$ cat src/rtl/window_filter_3x3_mean_median_macros.svh
// ----------------------------------------------------------------------------
// Assertion macros for the 3x3 mean / median window filter
// Same-cycle and next-cycle implication checks on the rising edge of clk,
// disabled while rst is high.
// ----------------------------------------------------------------------------
`ifndef WINDOW_FILTER_3X3_MEAN_MEDIAN_MACROS_SVH
`define WINDOW_FILTER_3X3_MEAN_MEDIAN_MACROS_SVH

// check cons in the same cycle as ante
`define WF_ASSERT_NOW(lbl, ante, cons, msg) \
  lbl: assert property (@(posedge clk) disable iff (rst) (ante) |-> (cons)) \
    else $error(msg);

// check cons in the cycle after ante
`define WF_ASSERT_NEXT(lbl, ante, cons, msg) \
  lbl: assert property (@(posedge clk) disable iff (rst) (ante) |=> (cons)) \
    else $error(msg);

`endif

$ cat src/rtl/wf33_pkg.sv
// ----------------------------------------------------------------------------
// wf33_pkg
// Shared constants, types and compare functions of the 3x3 window filter.
// ----------------------------------------------------------------------------
`default_nettype none

package wf33_pkg;

  localparam int MAX_WIDTH  = 2048;
  localparam int COL_W      = $clog2(MAX_WIDTH);
  localparam int WU_W       = COL_W + 1;
  localparam int PIX_W      = 8;
  localparam int LW_W       = 12;
  localparam int FH_W       = 16;
  localparam int CFG_DATA_W = 16;
  localparam int CFG_IDX_W  = 2;

  localparam int QDEPTH = 4;
  localparam int QPTR_W = $clog2(QDEPTH);
  localparam int QCNT_W = $clog2(QDEPTH + 1);

  localparam int RSUM_W     = PIX_W + 2;
  localparam int SUM_W      = PIX_W + 4;
  localparam int RECIP_W    = 13;
  localparam int DIV9_SHIFT = 16;
  localparam int PROD_W     = SUM_W + RECIP_W;
  localparam logic [RECIP_W-1:0] RECIP9 = RECIP_W'(7282);

  localparam logic [LW_W-1:0] LW_RESET = LW_W'(640);
  localparam logic [FH_W-1:0] FH_RESET = FH_W'(480);

  localparam logic [CFG_IDX_W-1:0] CFG_FILTER_MODE  = CFG_IDX_W'(0);
  localparam logic [CFG_IDX_W-1:0] CFG_LINE_WIDTH   = CFG_IDX_W'(1);
  localparam logic [CFG_IDX_W-1:0] CFG_FRAME_HEIGHT = CFG_IDX_W'(2);

  localparam logic MODE_MEAN   = 1'b0;
  localparam logic MODE_MEDIAN = 1'b1;

  typedef struct packed {
    logic [PIX_W-1:0] top;
    logic [PIX_W-1:0] mid;
    logic [PIX_W-1:0] pixel;
    logic             emit;
    logic             last;
  } entry_t;

  typedef struct packed {
    logic [PIX_W-1:0] lo;
    logic [PIX_W-1:0] md;
    logic [PIX_W-1:0] hi;
  } trip_t;

  function automatic logic [PIX_W-1:0] min2(logic [PIX_W-1:0] a, logic [PIX_W-1:0] b);
    return (a < b) ? a : b;
  endfunction

  function automatic logic [PIX_W-1:0] max2(logic [PIX_W-1:0] a, logic [PIX_W-1:0] b);
    return (a < b) ? b : a;
  endfunction

  function automatic logic [PIX_W-1:0] min3(logic [PIX_W-1:0] a, logic [PIX_W-1:0] b,
                                            logic [PIX_W-1:0] c);
    return min2(min2(a, b), c);
  endfunction

  function automatic logic [PIX_W-1:0] max3(logic [PIX_W-1:0] a, logic [PIX_W-1:0] b,
                                            logic [PIX_W-1:0] c);
    return max2(max2(a, b), c);
  endfunction

  function automatic logic [PIX_W-1:0] med3(logic [PIX_W-1:0] a, logic [PIX_W-1:0] b,
                                            logic [PIX_W-1:0] c);
    return max2(min2(a, b), min2(max2(a, b), c));
  endfunction

  function automatic trip_t sort3(logic [PIX_W-1:0] a, logic [PIX_W-1:0] b,
                                  logic [PIX_W-1:0] c);
    trip_t t;
    t.lo = min3(a, b, c);
    t.md = med3(a, b, c);
    t.hi = max3(a, b, c);
    return t;
  endfunction

endpackage

`default_nettype wire

$ cat src/rtl/wf33_back.sv
// ----------------------------------------------------------------------------
// wf33_back
// 3x3 window and filter pipeline: row sort and row sums, column merge and
// total, then median select or divide by nine into the result register.
// ----------------------------------------------------------------------------
`default_nettype none

module wf33_back (
  input  logic                        clk,
  input  logic                        rst,
  input  logic                        filter_mode,
  input  wf33_pkg::entry_t            head,
  input  logic                        head_valid,
  output logic                        pop,
  output logic                        result_valid,
  input  logic                        result_stall,
  output logic [wf33_pkg::PIX_W-1:0]  filtered,
  output logic                        last
);

  import wf33_pkg::*;

  logic              adv;

  logic [PIX_W-1:0]  win [9];
  logic              w_valid;
  logic              w_last;

  logic              a_valid;
  logic              a_last;
  trip_t             a_row [3];
  logic [RSUM_W-1:0] a_sum [3];

  logic              b_valid;
  logic              b_last;
  logic [PIX_W-1:0]  b_lo;
  logic [PIX_W-1:0]  b_md;
  logic [PIX_W-1:0]  b_hi;
  logic [SUM_W-1:0]  b_sum;

  logic [PROD_W-1:0] prod;

  assign adv  = !result_valid || !result_stall;
  assign pop  = adv && head_valid;
  assign prod = PROD_W'(b_sum) * PROD_W'(RECIP9);

  always_ff @(posedge clk) begin
    if (rst) begin
      w_valid      <= 1'b0;
      a_valid      <= 1'b0;
      b_valid      <= 1'b0;
      result_valid <= 1'b0;
      for (int i = 0; i < 9; i++) begin
        win[i] <= '0;
      end
    end else if (adv) begin
      w_valid      <= pop && head.emit;
      a_valid      <= w_valid;
      b_valid      <= a_valid;
      result_valid <= b_valid;
      if (pop) begin
        for (int k = 0; k < 3; k++) begin
          win[k*3]   <= win[k*3+1];
          win[k*3+1] <= win[k*3+2];
        end
        win[2] <= head.top;
        win[5] <= head.mid;
        win[8] <= head.pixel;
      end
    end
  end

  always_ff @(posedge clk) begin
    if (adv) begin
      w_last <= head.last;
      a_last <= w_last;
      for (int k = 0; k < 3; k++) begin
        a_row[k] <= sort3(win[k*3], win[k*3+1], win[k*3+2]);
        a_sum[k] <= RSUM_W'(win[k*3]) + RSUM_W'(win[k*3+1]) + RSUM_W'(win[k*3+2]);
      end
      b_last <= a_last;
      b_lo   <= max3(a_row[0].lo, a_row[1].lo, a_row[2].lo);
      b_md   <= med3(a_row[0].md, a_row[1].md, a_row[2].md);
      b_hi   <= min3(a_row[0].hi, a_row[1].hi, a_row[2].hi);
      b_sum  <= SUM_W'(a_sum[0]) + SUM_W'(a_sum[1]) + SUM_W'(a_sum[2]);
      last   <= b_last;
      if (filter_mode == MODE_MEDIAN) begin
        filtered <= med3(b_lo, b_md, b_hi);
      end else begin
        filtered <= prod[DIV9_SHIFT +: PIX_W];
      end
    end
  end

endmodule

`default_nettype wire

$ cat config.mk
export PLATFORM = sky130hd
export DESIGN_NAME = wf33_back
export DESIGN_NICKNAME = d
export VERILOG_FILES = /design/src/rtl/window_filter_3x3_mean_median_macros.svh /design/src/rtl/wf33_pkg.sv /design/src/rtl/wf33_back.sv
export SDC_FILE = /design/constraint.sdc
export NUM_CORES = 1
export LEC_CHECK = 0
export ABC_AREA = 1
export BUFFER_PORTS_ARGS = -buffer_cell sky130_fd_sc_hd__buf_4
export CAP_MARGIN = 5
export CORE_UTILIZATION = 39
export CTS_CLUSTER_SIZE = 20
export DETAILED_ROUTE_END_ITERATION = 6
export GPL_TIMING_DRIVEN = 1
export PLACE_DENSITY = 0.54
export SYNTH_ARGS = -nofsm -noshare
export SYNTH_HDL_FRONTEND = slang
export SYNTH_SLANG_ARGS = --single-unit
$ cat constraint.sdc
create_clock -name clk -period 7.4 [get_ports clk]
set_input_delay 1.11 -clock clk [delete_from_list [all_inputs] [get_ports clk]]
set_output_delay 1.11 -clock clk [all_outputs]
set_load 0.05 [all_outputs]
# Word-level counts from Yosys, hierarchy flattened
# Memories as Yosys holds them, arrays and structs flattened.
# Index checks and enable logic that the tools add are counted.
# word_totals
ff_bits,52
ramBits,174
in_bits,31
word_cells,109
mem_count,3
# mem_list
memory,words,word_bits,rd,rd_ports_with_merged_regs,write_ports,line,source
a_row,3,24,3,0,3,wf33_back.sv:31,trip_t a_row [3];
win,9,8,9,0,9,wf33_back.sv:25,logic [PIX_W-1:0] win [9];
a_sum,3,10,3,0,3,wf33_back.sv:32,logic [RSUM_W-1:0] a_sum [3];
# op_classes
addsub,8
multipliers,1
magnitude_cmp,22
muxes,48
bitwise_logic,9
reduce_logical,5
# op_table
operator,count
two-way mux 8 bit,40
less-than comparator 8 bit,22
adder 9 x 8 -> 10 bit,3
adder 8 x 8 -> 9 bit,3
"multiplier 12 x 12 -> 23 bit, second input constant",1
adder 11 x 10 -> 12 bit,1
adder 10 x 10 -> 11 bit,1
OR 1 bit,9
two-way mux 1 bit,8
logical AND 1 bit,2
zero test 1 bit,2
logical OR 1 bit,1

# Depth between registers and ports, before layout
# logic_depth
ltp_word,8
depth_mapped,32
ltp_nobuf,29

# Worst setup path after synthesis
# OpenSTA, ideal clock, no wires.
# synth_path
kind,input to register
startpoint,input port result_stall
endpoint,memory win[0][0] (enable)
setup_ps,432
arrival_time_ps,6284
required_ps,6968
setup_slack_ps,684
stages,3
n_path_buf,0
path_cell_list,nand2_1 nand2_1 nand2_1
# synth_rtl
element,line,source
"start, declared",wf33_back.sv:16,"input logic result_stall,"
"end, declared",wf33_back.sv:25,

==> run_summary.xml <==
<?xml version="1.0" encoding="UTF-8"?>
<metrics>
  <group name="yosys">
    <metric name="synth_top_area_share" unit="%">37.5</metric>
    <metric name="synth-edff-count" unit="">222</metric>
    <metric name="postSynthRegisterBits" unit="">226</metric>
    <metric name="mappedNetlistArea" unit="um^2">17800</metric>
    <metric name="synth_most_common_cell" unit="">sky130_fd_sc_hd__nand2_1</metric>
    <metric name="syn_inst" unit="">1981</metric>
    <metric name="post_synth_most_frequent_cells" unit="">402 x sky130_fd_sc_hd__nand2_1, 329 x sky130_fd_sc_hd__inv_1, 252 x sky130_fd_sc_hd__ha_1, 222 x sky130_fd_sc_hd__edfxtp_1, 163 x sky130_fd_sc_hd__o21ai_0</metric>
    <metric name="yosysWarningCount" unit="">0</metric>
    <metric name="portion_of_the_post_synthesis_area_used_by_sequential_elements" unit="%">37.9</metric>
    <metric name="ys_types" unit="">39</metric>
    <metric name="post_synth_main_area_contributors" unit="">sky130_fd_sc_hd__edfxtp_1 37%, sky130_fd_sc_hd__ha_1 18%, sky130_fd_sc_hd__nand2_1 8.5%</metric>
    <metric name="syn-mean-instance-area" unit="um^2">8.98</metric>
    <metric name="dominantRegCellSynth" unit="">sky130_fd_sc_hd__edfxtp_1</metric>
    <metric name="syn_nets" unit="">2332</metric>
    <metric name="async_reset_ff_share" unit="%">0</metric>
    <metric name="synthDominantAreaCellType" unit="">sky130_fd_sc_hd__edfxtp_1</metric>
  </group>
  <group name="cts">
    <metric name="number_of_buffers_created_by_cts" unit="">28</metric>
    <metric name="clock_tree.htree_level_count" unit="">1</metric>
    <metric name="ctsLongestPathBuffers" unit="">3</metric>
    <metric name="post-cts-setup-buffers" unit="">0</metric>
    <metric name="insertion_delay" unit="ns">0.58</metric>
    <metric name="tritoncts" unit="">done</metric>
    <metric name="cts-root-buf" unit="">sky130_fd_sc_hd__clkbuf_16</metric>
    <metric name="clk_pin_slew" unit="ns">0.06</metric>
    <metric name="hold_buffers" unit="">0</metric>
    <metric name="clkSinkCount" unit="">226</metric>
    <metric name="cts_resized" unit="">0</metric>
  </group>
  <group name="finish">
    <metric name="multi_input_area" unit="um^2">9630</metric>
    <metric name="nFillCells" unit="">4293</metric>
    <metric name="area_used_by_sequential_logic_in_the_layout" unit="um^2">6750</metric>
    <metric name="antenna_cells" unit="">0</metric>
    <metric name="layout-area-overhead-vs-synth" unit="%">9.75</metric>
    <metric name="num-nets-final" unit="">2365</metric>
    <metric name="drive_above_1_share" unit="%">6.20</metric>
    <metric name="instances_no_fill" unit="">2625</metric>
  </group>
  <group name="global_routing">
    <metric name="overall_routing_resource_usage" unit="%">18.3</metric>
    <metric name="wire_length_of_the_first_global_routing_pass" unit="um">66900</metric>
    <metric name="grt_max_degree" unit="">86</metric>
    <metric name="grt_pass1_vias" unit="">12500</metric>
    <metric name="antenna_violations_before_repair" unit="">0</metric>
    <metric name="globalRouteOverflowTotal" unit="">0</metric>
  </group>
  <group name="critical_path">
    <metric name="cp-end-kind" unit="">flip-flop</metric>
    <metric name="worst-path-max-fanout" unit="">31</metric>
    <metric name="path_class" unit="">flip-flop to flip-flop</metric>
    <metric name="worstPathArrival" unit="ns">6.21</metric>
    <metric name="required" unit="ns">7.72</metric>
    <metric name="start_kind" unit="">flip-flop</metric>
  </group>
  <group name="routing">
    <metric name="routed_wirelength" unit="um">41500</metric>
    <metric name="routedWlPerCell" unit="um">15.8</metric>
    <metric name="drt.antenna.violating_nets" unit="">0</metric>
    <metric name="detail_route.vias_per_cell" unit="">4.95</metric>
    <metric name="drtPass1Iterations" unit="">5</metric>
    <metric name="vias" unit="">13000</metric>
    <metric name="drc_marker_count_from_the_first_detailed_route_iteration" unit="">950</metric>
    <metric name="route.detailed.drc" unit="">0</metric>
  </group>
  <group name="die">
    <metric name="rows" unit="">77</metric>
    <metric name="floorplan.die.width" unit="um">216</metric>
    <metric name="floorplan.die.height" unit="um">216</metric>
    <metric name="core_region_area" unit="um^2">44600</metric>
    <metric name="die-area" unit="um^2">46500</metric>
    <metric name="initial_core_util" unit="%">39.9</metric>
    <metric name="ioPinCount" unit="">42</metric>
  </group>
  <group name="sta">
    <metric name="min_period" unit="ns">5.89</metric>
    <metric name="finish_stage_setup_viols" unit="">0</metric>
    <metric name="clock.fmax" unit="MHz">170</metric>
    <metric name="grt_setup_unrepaired" unit="">no</metric>
    <metric name="finalMaxSlewViolations" unit="">0</metric>
    <metric name="period_share" unit="%">79.6</metric>
    <metric name="worst_pin_slew" unit="ns">1.14</metric>
    <metric name="hold_viol" unit="">0</metric>
    <metric name="finalSetupTns" unit="ns">0</metric>
    <metric name="worst_slew_margin" unit="%">23.7</metric>
    <metric name="clock_skew" unit="ns">0.0343</metric>
  </group>
  <group name="placement">
    <metric name="numPortBuffers" unit="">41</metric>
    <metric name="numPlacedInstances" unit="">2576</metric>
    <metric name="place_congestion" unit="">0.909</metric>
    <metric name="dp.final_hpwl" unit="um">33400</metric>
  </group>
  <group name="flow_run">
    <metric name="max_cap_viol_count" unit="">0</metric>
  </group>
  <group name="outcome">
    <metric name="status" unit="">completed</metric>
  </group>
  <group name="min_path">
    <metric name="hp-class" unit="">flip-flop to flip-flop</metric>
  </group>
</metrics>
## flip-flops by register name, indices dropped and copies added (netlist names), 8 cells and up
register  flops
b_sum        12
b_hi          8
a_row        72
filtered      8
win          72
b_lo          8
b_md          8
a_sum        30
## worst paths after layout
kind | start | endpoint | slack (ns) | depth (start not counted)
setup reg to reg | win[0][15] | a_row[0][9] | 1.51 | 22
hold / removal | b_last | last | 0.42 | 0
setup / recovery | win[0][15] | a_row[0][9] | 1.51 | 22
hold reg to reg | b_last | last | 0.42 | 0
## cells by family after synthesis
logic type / share of synthesized area, %
adder cells (fa/ha/maj): 25.4
AO/OA/AOI/OAI: 10.7
flip-flops: 37.9
AND/OR/NAND/NOR: 16.4
buffers and inverters: 8.03
XOR/XNOR: 1.58
## layout by cell type, fill, tap and decap left out, types with 2 or more instances in the layout
cell type,instances
sky130_fd_sc_hd__inv_1,329
sky130_fd_sc_hd__buf_4,44
sky130_fd_sc_hd__o21ai_2,2
sky130_fd_sc_hd__clkbuf_1,5
sky130_fd_sc_hd__nor2_1,156
sky130_fd_sc_hd__nand2_1,399
sky130_fd_sc_hd__a21oi_1,133
sky130_fd_sc_hd__a21boi_0,4
sky130_fd_sc_hd__nand2_4,12
sky130_fd_sc_hd__xor2_1,22
sky130_fd_sc_hd__xnor2_1,10
sky130_fd_sc_hd__o21ai_0,163
sky130_fd_sc_hd__clkinvlp_4,2
sky130_fd_sc_hd__clkbuf_16,28
sky130_fd_sc_hd__dfxtp_1,4
sky130_fd_sc_hd__o21ai_1,12
sky130_fd_sc_hd__o21bai_1,3
sky130_fd_sc_hd__o211ai_2,4
sky130_fd_sc_hd__a211oi_2,6
sky130_fd_sc_hd__nand3_1,51
sky130_fd_sc_hd__clkinv_1,7
sky130_fd_sc_hd__or2_2,3
sky130_fd_sc_hd__clkinv_2,4
sky130_fd_sc_hd__nand3b_1,32
sky130_fd_sc_hd__ha_1,252
sky130_fd_sc_hd__a211oi_1,10
sky130_fd_sc_hd__o21a_1,2
sky130_fd_sc_hd__o211ai_1,5
sky130_fd_sc_hd__edfxtp_1,222
sky130_fd_sc_hd__nand4_1,11
sky130_fd_sc_hd__nand2_2,16
sky130_fd_sc_hd__fa_1,68
## per-stage QoR
stage / hold slack [ns] / cell area [um^2] / utilization (%) / worst slack [ns]
after floorplan: 0.400 / 17800 / - / 0.684
after global placement: 0.401 / 18700 / 41.9 / 1.73
after detailed placement: 0.407 / 18700 / 41.9 / 1.64
after CTS: 0.421 / 19500 / 43.8 / 1.60
after global routing: 0.424 / 19500 / 43.8 / 0.923
final: 0.419 / 19500 / 43.8 / 1.51
## cell type report
class / count / area share (%)
repair buffers: 44 / 1.69
inverters: 330 / 6.34
flip-flops and latches: 226 / 34.6
clock inverters: 16 / 0.596
well taps: 592 / 3.79
clock buffers: 33 / 3.69
multi-input cells: 1384 / 49.3
## routing by layer
layer | wire length (um) | vias to the layer above | global-route usage [%]
li1 | - | 6655 | -
met1 | 19700 | 6054 | 25.1
met2 | 18900 | 235 | 30.0
met3 | 1530 | 56 | 2.00
met4 | 1360 | 0 | 6.05
met5 | 0 | - | 0
## critical path, cell delays in order (launching register included)
cell and delay (ns):
sky130_fd_sc_hd__edfxtp_1 0.41, sky130_fd_sc_hd__inv_1 0.14, sky130_fd_sc_hd__ha_1 0.26, sky130_fd_sc_hd__a21oi_1 0.17, sky130_fd_sc_hd__o21a_1 0.16, sky130_fd_sc_hd__nand2_1 0.47, sky130_fd_sc_hd__o21ai_0 0.54, sky130_fd_sc_hd__ha_1 0.33
sky130_fd_sc_hd__a21oi_1 0.14, sky130_fd_sc_hd__nor2_1 0.06, sky130_fd_sc_hd__a211oi_1 0.23, sky130_fd_sc_hd__nand2_1 0.49, sky130_fd_sc_hd__inv_1 0.19, sky130_fd_sc_hd__nand2_1 0.06, sky130_fd_sc_hd__o21ai_0 0.15, sky130_fd_sc_hd__inv_1 0.08
sky130_fd_sc_hd__ha_1 0.30, sky130_fd_sc_hd__a21oi_1 0.17, sky130_fd_sc_hd__nor2_1 0.06, sky130_fd_sc_hd__a211oi_1 0.89, sky130_fd_sc_hd__nand2_4 0.16, sky130_fd_sc_hd__nand2_1 0.10, sky130_fd_sc_hd__nand2_1 0.07
Power is left out: the tool's default activity adds up to more than one toggle a clock period on the data nets, which glitch-free logic cannot reach.
