## config.mk

```make
export PLATFORM = sky130hd
export DESIGN_NAME = wf33_fifo
export DESIGN_NICKNAME = d
export VERILOG_FILES = /design/src/rtl/window_filter_3x3_mean_median_macros.svh /design/src/rtl/wf33_pkg.sv /design/src/rtl/wf33_fifo.sv
export SDC_FILE = /design/constraint.sdc
export NUM_CORES = 1
export LEC_CHECK = 0
export BUFFER_PORTS_ARGS = -buffer_cell sky130_fd_sc_hd__buf_2
export CAP_MARGIN = 20
export CORE_AREA = 2 2 113 115
export CTS_BUF_LIST = sky130_fd_sc_hd__clkbuf_4 sky130_fd_sc_hd__clkbuf_8
export DETAILED_ROUTE_END_ITERATION = 6
export DIE_AREA = 0 0 115 117
export PLACE_DENSITY = 0.65
export SLEW_MARGIN = 20
export SYNTH_ARGS = -nofsm -noshare
export SYNTH_HDL_FRONTEND = slang
export SYNTH_SLANG_ARGS = --single-unit
```

## constraint.sdc

```tcl
create_clock -name clk -period 3.9 [get_ports clk]
set_input_delay 0.195 -clock clk [delete_from_list [all_inputs] [get_ports clk]]
set_output_delay 0.195 -clock clk [all_outputs]
set_load 0.01 [all_outputs]
```

## src/rtl/window_filter_3x3_mean_median_macros.svh

```systemverilog
// ----------------------------------------------------------------------------
// Assertion macros for the 3x3 mean / median window filter
// Same-cycle and next-cycle implication checks on the rising edge of clk,
// disabled while rst is high.
// ----------------------------------------------------------------------------
`ifndef WINDOW_FILTER_3X3_MEAN_MEDIAN_MACROS_SVH
`define WINDOW_FILTER_3X3_MEAN_MEDIAN_MACROS_SVH

// check cons in the same cycle as ante
`define WF_ASSERT_NOW(lbl, ante, cons, msg) \
  lbl: assert property (@(posedge clk) disable iff (rst) (ante) |-> (cons)) \
    else $error(msg);

// check cons in the cycle after ante
`define WF_ASSERT_NEXT(lbl, ante, cons, msg) \
  lbl: assert property (@(posedge clk) disable iff (rst) (ante) |=> (cons)) \
    else $error(msg);

`endif

```

## src/rtl/wf33_pkg.sv

```systemverilog
// ----------------------------------------------------------------------------
// wf33_pkg
// Shared constants, types and compare functions of the 3x3 window filter.
// ----------------------------------------------------------------------------
`default_nettype none

package wf33_pkg;

  localparam int MAX_WIDTH  = 2048;
  localparam int COL_W      = $clog2(MAX_WIDTH);
  localparam int WU_W       = COL_W + 1;
  localparam int PIX_W      = 8;
  localparam int LW_W       = 12;
  localparam int FH_W       = 16;
  localparam int CFG_DATA_W = 16;
  localparam int CFG_IDX_W  = 2;

  localparam int QDEPTH = 4;
  localparam int QPTR_W = $clog2(QDEPTH);
  localparam int QCNT_W = $clog2(QDEPTH + 1);

  localparam int RSUM_W     = PIX_W + 2;
  localparam int SUM_W      = PIX_W + 4;
  localparam int RECIP_W    = 13;
  localparam int DIV9_SHIFT = 16;
  localparam int PROD_W     = SUM_W + RECIP_W;
  localparam logic [RECIP_W-1:0] RECIP9 = RECIP_W'(7282);

  localparam logic [LW_W-1:0] LW_RESET = LW_W'(640);
  localparam logic [FH_W-1:0] FH_RESET = FH_W'(480);

  localparam logic [CFG_IDX_W-1:0] CFG_FILTER_MODE  = CFG_IDX_W'(0);
  localparam logic [CFG_IDX_W-1:0] CFG_LINE_WIDTH   = CFG_IDX_W'(1);
  localparam logic [CFG_IDX_W-1:0] CFG_FRAME_HEIGHT = CFG_IDX_W'(2);

  localparam logic MODE_MEAN   = 1'b0;
  localparam logic MODE_MEDIAN = 1'b1;

  typedef struct packed {
    logic [PIX_W-1:0] top;
    logic [PIX_W-1:0] mid;
    logic [PIX_W-1:0] pixel;
    logic             emit;
    logic             last;
  } entry_t;

  typedef struct packed {
    logic [PIX_W-1:0] lo;
    logic [PIX_W-1:0] md;
    logic [PIX_W-1:0] hi;
  } trip_t;

  function automatic logic [PIX_W-1:0] min2(logic [PIX_W-1:0] a, logic [PIX_W-1:0] b);
    return (a < b) ? a : b;
  endfunction

  function automatic logic [PIX_W-1:0] max2(logic [PIX_W-1:0] a, logic [PIX_W-1:0] b);
    return (a < b) ? b : a;
  endfunction

  function automatic logic [PIX_W-1:0] min3(logic [PIX_W-1:0] a, logic [PIX_W-1:0] b,
                                            logic [PIX_W-1:0] c);
    return min2(min2(a, b), c);
  endfunction

  function automatic logic [PIX_W-1:0] max3(logic [PIX_W-1:0] a, logic [PIX_W-1:0] b,
                                            logic [PIX_W-1:0] c);
    return max2(max2(a, b), c);
  endfunction

  function automatic logic [PIX_W-1:0] med3(logic [PIX_W-1:0] a, logic [PIX_W-1:0] b,
                                            logic [PIX_W-1:0] c);
    return max2(min2(a, b), min2(max2(a, b), c));
  endfunction

  function automatic trip_t sort3(logic [PIX_W-1:0] a, logic [PIX_W-1:0] b,
                                  logic [PIX_W-1:0] c);
    trip_t t;
    t.lo = min3(a, b, c);
    t.md = med3(a, b, c);
    t.hi = max3(a, b, c);
    return t;
  endfunction

endpackage

`default_nettype wire

```

## src/rtl/wf33_fifo.sv

```systemverilog
// ----------------------------------------------------------------------------
// wf33_fifo
// Short word queue between intake and the filter datapath.
// ----------------------------------------------------------------------------
`default_nettype none

module wf33_fifo (
  input  logic                         clk,
  input  logic                         rst,
  input  logic                         push,
  input  wf33_pkg::entry_t             push_entry,
  input  logic                         pop,
  output wf33_pkg::entry_t             head,
  output logic                         head_valid,
  output logic [wf33_pkg::QCNT_W-1:0]  count
);

  import wf33_pkg::*;

  entry_t            slots [QDEPTH];
  logic [QPTR_W-1:0] wr_ptr;
  logic [QPTR_W-1:0] rd_ptr;

  always_ff @(posedge clk) begin
    if (rst) begin
      wr_ptr <= '0;
      rd_ptr <= '0;
      count  <= '0;
    end else begin
      if (push) begin
        wr_ptr <= wr_ptr + QPTR_W'(1);
      end
      if (pop) begin
        rd_ptr <= rd_ptr + QPTR_W'(1);
      end
      count <= count + QCNT_W'(push) - QCNT_W'(pop);
    end
  end

  always_ff @(posedge clk) begin
    if (push) begin
      slots[wr_ptr] <= push_entry;
    end
  end

  assign head       = slots[rd_ptr];
  assign head_valid = count != '0;

endmodule

`default_nettype wire

```

# Word-level counts from Yosys, hierarchy flattened
# Memories as Yosys holds them, arrays and structs flattened. A register that Yosys moved wholly into a read port is not among the register bits.
# Index checks and enable logic that the tools add are counted.
# op_classes
add_sub_neg	4
reduce_logical	1
muxes	4
# ops
op	n
2-bit by 1-bit adder with 2-bit output, second input constant	2
2-bit two-way mux	2
3-bit by 1-bit adder with 3-bit output	1
3-bit nonzero test	1
3-bit by 1-bit subtractor with 3-bit output	1
1-bit two-way mux	2
# totals
ramBits	104
ff_bits	7
out_inout_bits	30
memories	1
word_cells	13
in_bits	30
# memory_table
memory	depth	word_bits	read_ports	rd_clocked_by_memory_dff	wr	line_no	source
slots	4	26	1	1	1	wf33_fifo.sv:20	entry_t slots [QDEPTH];

# Depth between registers and ports, before layout
# Gate-level depths: netlist of run 1.
# logic_depth
depth_word	3
depth_mapped	7
mapped_depth_nobuf	7

# Worst setup path before layout of run 1
# Ideal clock, no wire load.
# synth_path
path_kind	flip-flop to flip-flop
start	register wr_ptr[0]
end	memory slots[2][0] in the netlist's numbering (enable)
setup_ns	0.385
period_less_slack_ns	1.583
arrival_ns	1.197
path_stages_with_launch	4
path_buffers	0
path_slack_ns	2.317
t_required_ns	3.515
cell_sequence	dfxtp_1 inv_1 ha_1 and2_1
# synth_lines
element	line_no	source
start, declared	wf33_fifo.sv:21	logic [QPTR_W-1:0] wr_ptr;
start signal, assigned	wf33_fifo.sv:31	wr_ptr <= wr_ptr + QPTR_W'(1);
end, declared	wf33_fifo.sv:20	
# No word-level cell before the write port.

==> metrics.md, run 1 <==
| Metric | Value |
|---|---|
| Top cells by area, synth | `edfxtp_1, mux4_2, dfxtp_1, mux4_1, ha_1` |
| PostCTS Resize Cnt | `0` |
| Die W | `115 um` |
| CTS buffer count | `17` |
| Clock slew at reported path FFs | `0.06 ns` |
| Non-Filler Instances | `436` |
| Worst Skew | `0.0117 ns` |
| Warnings from Yosys | `0` |
| GPL Wtd Cong | `0.634` |
| Crit path max fanout | `26` |
| Clock period minus worst slack | `2.40 ns` |
| CP required | `3.70 ns` |
| CTS Sinks | `113` |
| H-tree depth | `4` |
| Initial antenna violation count | `0` |
| Crit path capture type | `output port` |
| Maxcap violations | `0` |
| Synth top cells by count | `edfxtp_1, mux4_2, dfxtp_1` |
| Combinational fraction of design power | `0.107` |
| Cells along the critical path | `mux4_1 > buf_2` |
| Min-delay worst type | `in -> reg` |
| Worst reg-to-reg path cell count | `3` |
| Nets@finish | `313` |
| Clk buf depth | `2` |
| Synth top area share | `0.738` |
| Core area | `0.0123 mm^2` |
| Peak VDD IR | `312 uV` |
| Fmax | `417 MHz` |
| Most frequent cell after synthesis | `edfxtp_1` |
| Remaining DRCs | `0` |
| Grt ovf | `0` |
| Largest net degree at the start of global routing | `27` |
| Buffers on Ports | `59` |
| Switch share | `0.221` |
| Skew-Pair Late Insertion Delay | `0.41 ns` |
| CTS tree | `built` |
| Seq/Total Area, Yosys | `0.781` |
| Reg-to-reg endpoint | `slots[0][7]` |
| Library cells used by synthesis | `21` |
| Number of synthesized flops with an enable pin | `104` |
| Internal power | `2.05 mW` |
| Worst slew margin | `0.356` |
| # hold bufs at CTS | `26` |
| Synth Cell Area | `0.00423 mm^2` |
| Drt pass-1 iters | `5` |
| Clock share of power | `0.347` |
| Most used DFF post-synth | `edfxtp_1` |
| Antenna-violating nets left | `0` |
| Yosys top cell by area | `edfxtp_1` |
| P_sw | `0.583 mW` |
| Via density | `4.59` |
| Leakage | `1.85 nW` |
| Slowest cell on crit path | `dfxtp_2` |
| Die Area | `0.0135 mm^2` |
| WP data arrival | `2.20 ns` |
| Post-synthesis cell count | `177` |
| Number of global-route vias before repair | `2,117` |
| # fillers | `1,090` |
| Sequential cell area | `0.00330 mm^2` |
| Initial Util | `0.344` |
| CP startpoint kind | `flop` |
| Avg Cell Area, Syn | `23.9 um^2` |
| Post-detail-place hpwl | `4310 um` |
| Ant. Diodes | `0` |
| Dpl cells | `381` |
| Largest stage delay on the critical path | `0.97 ns` |
| Sequential share of power | `0.545` |
| Yosys reg bits | `113` |
| Post-CTS setup buffer count | `0` |
| Core Rows | `41` |
| Slew Limit Fails | `0` |
| Least-Margin Pin Slew | `0.967 ns` |
| Post-synth ARST share | `0` |
| RSZ-0062 raised after global routing | `false` |
| Setup violators final | `0` |
| Setup Crit Path Kind | `reg -> out` |
| GR Util All Layers | `0.118` |
| Area delta synth->final | `24.0%` |
| WL final | `7330 um` |
| Number of placed I/O pins | `60` |
| Tot Pwr | `2.63 mW` |
| Outcome | `complete, no violations` |
| R2R Setup Slk | `2.28 ns` |
| Worst r2r src | `wr_ptr[0]` |
| Critical Path End | `head[25]` |
| Vias | `2,002` |
| First-pass GRT wire length | `11,100 um` |
| Synth Net Count | `214` |
| Root Driver | `clkbuf_8` |
| Initial DRC Count | `90` |
| Share of post-route cells with drive strength above 1 | `0.392` |
| Multi-input gate area | `845 um^2` |
| Fin crit share | `0.614` |
| Setup_tns | `0 ns` |
| Hold_sp | `rst` |
| Fin. Hold Viols | `0` |
| Die Ht | `117 um` |
| Avg WL per Cell | `16.8 um` |
| PwrDens | `502 mW/mm^2` |
[worst max-delay path, delay by kind of cell, from the launching register on]
family                 cells  cell delay [ns]
buffers and inverters      1             0.16
flip-flops                 1             0.97
multiplexers               1             0.66
[area by class of cell]
| type | count | area share |
|---|---|---|
| Tap cell | 150 | 0.0358 |
| Clock buffer | 20 | 0.0489 |
| Inverter | 6 | 0.00429 |
| Sequential cell | 113 | 0.630 |
| Timing Repair Buffer | 86 | 0.107 |
| Multi-Input combinational cell | 52 | 0.161 |
| Clock inverter | 9 | 0.0133 |
[routing by layer]
metal / wire length (um) / track usage / share of wire
met4: 73 / 0.0482 / 0.010
met5: 0 / 0 / 0
met1: 3120 / 0.139 / 0.42
met3: 357 / 0.0484 / 0.049
met2: 3780 / 0.195 / 0.52
[registers in the layout, indices dropped and copies added, names as in the netlist, named ones only]
signal,flops
slots,104
wr_ptr,2
rd_ptr,2
count,3
[kinds of logic after synthesis]
kind of cell	synth area share
flops	0.781
mux	0.146
simple gates	0.0166
buf+inv	0.0210
fa+ha+maj	0.0225
xor+xnor	0.00976
compound gates	0.00355
[cell usage in the layout (no fill, tap or decap), types with 2 or more instances in the layout]
cell type and count:
edfxtp_1 104, clkinv_1 3, mux4_1 6, clkbuf_4 3, nor2_1 5, and2_2 4, clkbuf_8 17, dlygate4sd3_1 26
dfxtp_1 8, mux4_2 20, inv_1 6, nor2b_1 2, clkinv_2 4, buf_2 59, ha_1 6, xnor2_1 2
[worst min-delay path by stage]
stage | endpoint | slack (ns) | cells after the start
finish | flop | 0.05 | 2
global route | flop | 0.06 | 2
CTS | flop | 0.03 | 2
detailed placement | slots[2][23] | 0.41 | 1
global placement | slots[3][12] | 0.41 | 1
floorplan | count[0] | 0.27 | 1
[stage by stage]
| step | worst slack [ns] | utilization | hold WS, ns | instance area, um^2 |
|---|---|---|---|---|
| after global routing | 1.30 | 0.426 | 0.0550 | 5250 |
| final | 1.50 | 0.426 | 0.0532 | 5250 |
| after floorplan | 2.32 | - | 0.267 | 4230 |
| after CTS | 1.39 | 0.426 | 0.0283 | 5250 |
| after global placement | 1.85 | 0.379 | 0.409 | 4660 |
| after detailed placement | 1.84 | 0.379 | 0.412 | 4660 |
[power groups by stage]
stage | registers [mW] | logic, mW | clock network (mW)
after floorplan | 1.44 | 0.185 | 0
after global placement | 1.46 | 0.264 | 0
after detailed placement | 1.46 | 0.268 | 0
after CTS | 1.44 | 0.290 | 0.942
after global routing | 1.45 | 0.310 | 0.990
final | 1.44 | 0.283 | 0.914
No activity file was read; power rests on OpenSTA's default activity.
==> run 2: changes to the inputs <==
- ABC_AREA: default -> 1
- CORE_AREA: 2 2 113 115 -> 2 2 119 121
- DIE_AREA: 0 0 115 117 -> 0 0 121 123
- PLACE_DENSITY: 0.65 -> 0.64
- clock period: 3.9 -> 2.3 ns (I/O delays scaled with it)
==> metrics.md, run 2 <==
| Metric | Value |
|---|---|
| Top cells by area, synth | `edfxtp_1, o211ai_2, inv_1, nand2_1, dfxtp_1` |
| Die W | `121 um (+5.2%)` |
| Drt pass-1 iters | `4 (-1)` |
| Area delta synth->final | `24.8%` |
| CP startpoint kind | `flop` |
| Avg Cell Area, Syn | `13.0 um^2 (-46%)` |
| H-tree depth | `4 (unchanged)` |
| Post-synthesis cell count | `359 (+100%)` |
| Synth Net Count | `396 (+85%)` |
| PwrDens | `810 mW/mm^2 (+61%)` |
| Outcome | `complete, no violations` |
| Via density | `4.32 (-5.9%)` |
| Number of synthesized flops with an enable pin | `104 (unchanged)` |
| Min-delay worst type | `in -> reg` |
| Largest stage delay on the critical path | `0.61 ns (-0.36 ns)` |
| Dpl cells | `589 (+55%)` |
| # fillers | `1,282 (+18%)` |
| Synth top area share | `0.668 (-0.0699)` |
| Synth top cells by count | `edfxtp_1, inv_1, nand2_1, a21oi_1, o211ai_2` |
| Most used DFF post-synth | `edfxtp_1` |
| CTS buffer count | `17 (unchanged)` |
| Leakage | `2.33 nW (+26%)` |
| Max FFs per register | `104 (unchanged)` |
| CTS tree | `built` |
| Yosys top cell by area | `edfxtp_1` |
| Grt ovf | `0 (unchanged)` |
| GPL Wtd Cong | `0.684 (+8.0%)` |
| Share of post-route cells with drive strength above 1 | `0.264 (-0.127)` |
| Remaining DRCs | `0 (unchanged)` |
| Synth Cell Area | `0.00467 mm^2 (+10%)` |
| Die Ht | `123 um (+5.1%)` |
| Vias | `2,803 (+40%)` |
| Ant. Diodes | `0 (unchanged)` |
| Core area | `0.0136 mm^2 (+11%)` |
| Yosys reg bits | `113 (unchanged)` |
| Skew-Pair Late Insertion Delay | `0.41 ns (about the same)` |
| Most frequent cell after synthesis | `edfxtp_1` |
| Number of global-route vias before repair | `2,863 (+35%)` |
| Core Rows | `43 (+4.9%)` |
| Fin crit share | `0.858` |
| Antenna-violating nets left | `0 (unchanged)` |
| Setup violators final | `0 (unchanged)` |
| Seq/Total Area, Yosys | `0.707 (-0.0740)` |
| Worst Skew | `0.00637 ns (-0.00531 ns)` |
| Non-Filler Instances | `649 (+49%)` |
| First-pass GRT wire length | `14,100 um (+27%)` |
| Commonest non-fill, non-tap cell in the layout | `edfxtp_1` |
| Library cells used by synthesis | `15 (-29%)` |
| GR Util All Layers | `0.125 (+0.00666)` |
| Cells along the critical path | `buf_12 > a21oi_1 > o21ai_0 > nand2_1 > buf_2` |
| Root Driver | `clkbuf_8` |
| Largest register by flop count | `slots` |
| Clock slew at reported path FFs | `0.06 ns (about the same)` |
| Initial antenna violation count | `0 (unchanged)` |
| CP required | `2.18 ns (-1.52 ns)` |
| Least-Margin Pin Slew | `0.675 ns (-0.292 ns)` |
| Warnings from Yosys | `0 (unchanged)` |
| Clock period minus worst slack | `1.97 ns` |
| Top Family by Delay on Critical Path | `flip-flops` |
| Fin. Hold Viols | `0 (unchanged)` |
| PostCTS Resize Cnt | `0 (unchanged)` |
| Buffers on Ports | `59 (unchanged)` |
| WL final | `8530 um (+16%)` |
| Maxcap violations | `0 (unchanged)` |
| Crit path capture type | `output port` |
| Post-detail-place hpwl | `5600 um (+30%)` |
| Nets@finish | `493 (+58%)` |
| Worst slew margin | `0.550 (+0.194)` |
| Peak VDD IR | `361 uV (+16%)` |
| Clk buf depth | `2 (unchanged)` |
| Initial DRC Count | `103 (+14%)` |
| RSZ-0062 raised after global routing | `false` |
| Avg WL per Cell | `13.1 um (-22%)` |
| Die Area | `0.0149 mm^2 (+11%)` |
| Setup Crit Path Kind | `reg -> out` |
| Slowest cell on crit path | `dfxtp_4` |
| Initial Util | `0.343 (about the same)` |
| Post-synth ARST share | `0 (unchanged)` |
| Crit path max fanout | `68 (+160%)` |
| Slew Limit Fails | `0 (unchanged)` |
| Fmax | `507 MHz` |
| Largest net degree at the start of global routing | `69 (+160%)` |
| Setup_tns | `0 ns (unchanged)` |
| CTS Sinks | `113 (unchanged)` |
| Top Registers | `slots (104), count (3)` |
| WP data arrival | `1.86 ns (-0.34 ns)` |
| Number of placed I/O pins | `60 (unchanged)` |
| Highest-count cells in the layout ignoring fill and taps | `edfxtp_1, inv_1, nand2_1` |
| Critical path buffers and inverters | `2 (+1)` |
run 2: cell types whose count changed after synthesis, moves of 12 or more:
cell,before,now
inv_1,6,68
nand2_1,0,60
a21oi_1,1,32
o211ai_2,0,26
mux4_2,20,0
o21ai_0,0,18
o21ai_1,0,12
run 2: final timing paths:
check                 start  slack, ns     endpoint  depth (start not counted)
hold reg to reg   rd_ptr[1]       0.46         flop                          2
setup / recovery       flop       0.33     head[24]                          5
setup reg to reg  wr_ptr[0]       0.68  slots[3][5]                          4
hold / removal         push       0.07    wr_ptr[1]                          3
run 2: per-layer routing:
| layer | global-route usage | up-vias | part of all wire |
|---|---|---|---|
| met3 | 0.0397 | 9 | 0.039 |
| met5 | 0 | - | 0 |
| met4 | 0.0567 | 0 | 0.011 |
| met2 | 0.208 | 48 | 0.50 |
| met1 | 0.149 | 1323 | 0.45 |
| li1 | - | 1423 | - |
run 2: worst min-delay path, cell delays in order:
cell and delay [ns]:
buf_2 0.14, inv_1 0.10, a21oi_1 0.07
run 2: logic make-up (layout without fill, tap and decap cells):
group,Yosys count,count (layout),share of synthesized area
AND/OR/NAND/NOR,65,65,0.0527
buffers and inverters,86,196,0.0843
flip-flops,113,113,0.707
AO/OA/AOI/OAI,88,88,0.136
adder cells (fa/ha/maj),7,7,0.0203
run 2: report_power, final:
part / switching, mW / internal, mW / leakage (nW) / total, mW
clock network: 0.738 / 1.06 / 0.199 / 1.80
logic: 0.309 / 0.215 / 1.10 / 0.524
registers: 0.0553 / 2.35 / 1.03 / 2.40
run 2: per-stage QoR:
step	area [um^2]	power [mW]	utilization	setup WS, ns	hold WS [ns]
2_1_floorplan	4670	2.74	-	0.767	0.186
3_3_place_gp	5170	2.93	0.380	0.736	0.304
3_5_place_dp	5170	2.95	0.380	0.685	0.314
4_1_cts	5830	4.80	0.429	0.276	0.0337
5_1_grt	5830	4.97	0.429	0.125	0.0559
6_report	5830	4.72	0.429	0.326	0.0748
run 2: what timing repair did:
action	4_1_cts	5_1_grt
setup buffers	0	0
hold endpoints to repair	109	0
hold buffers	28	0
run 2: area by class of cell:
class / instances / area, um^2 / share of cell area
clock buffer: 18 / 241 / 0.0414
clock inverter: 14 / 146 / 0.0251
inverter: 68 / 255 / 0.0437
multi-input combinational: 160 / 977 / 0.167
sequential: 113 / 3310 / 0.567
tap: 180 / 225 / 0.0386
timing repair buffer: 96 / 681 / 0.117
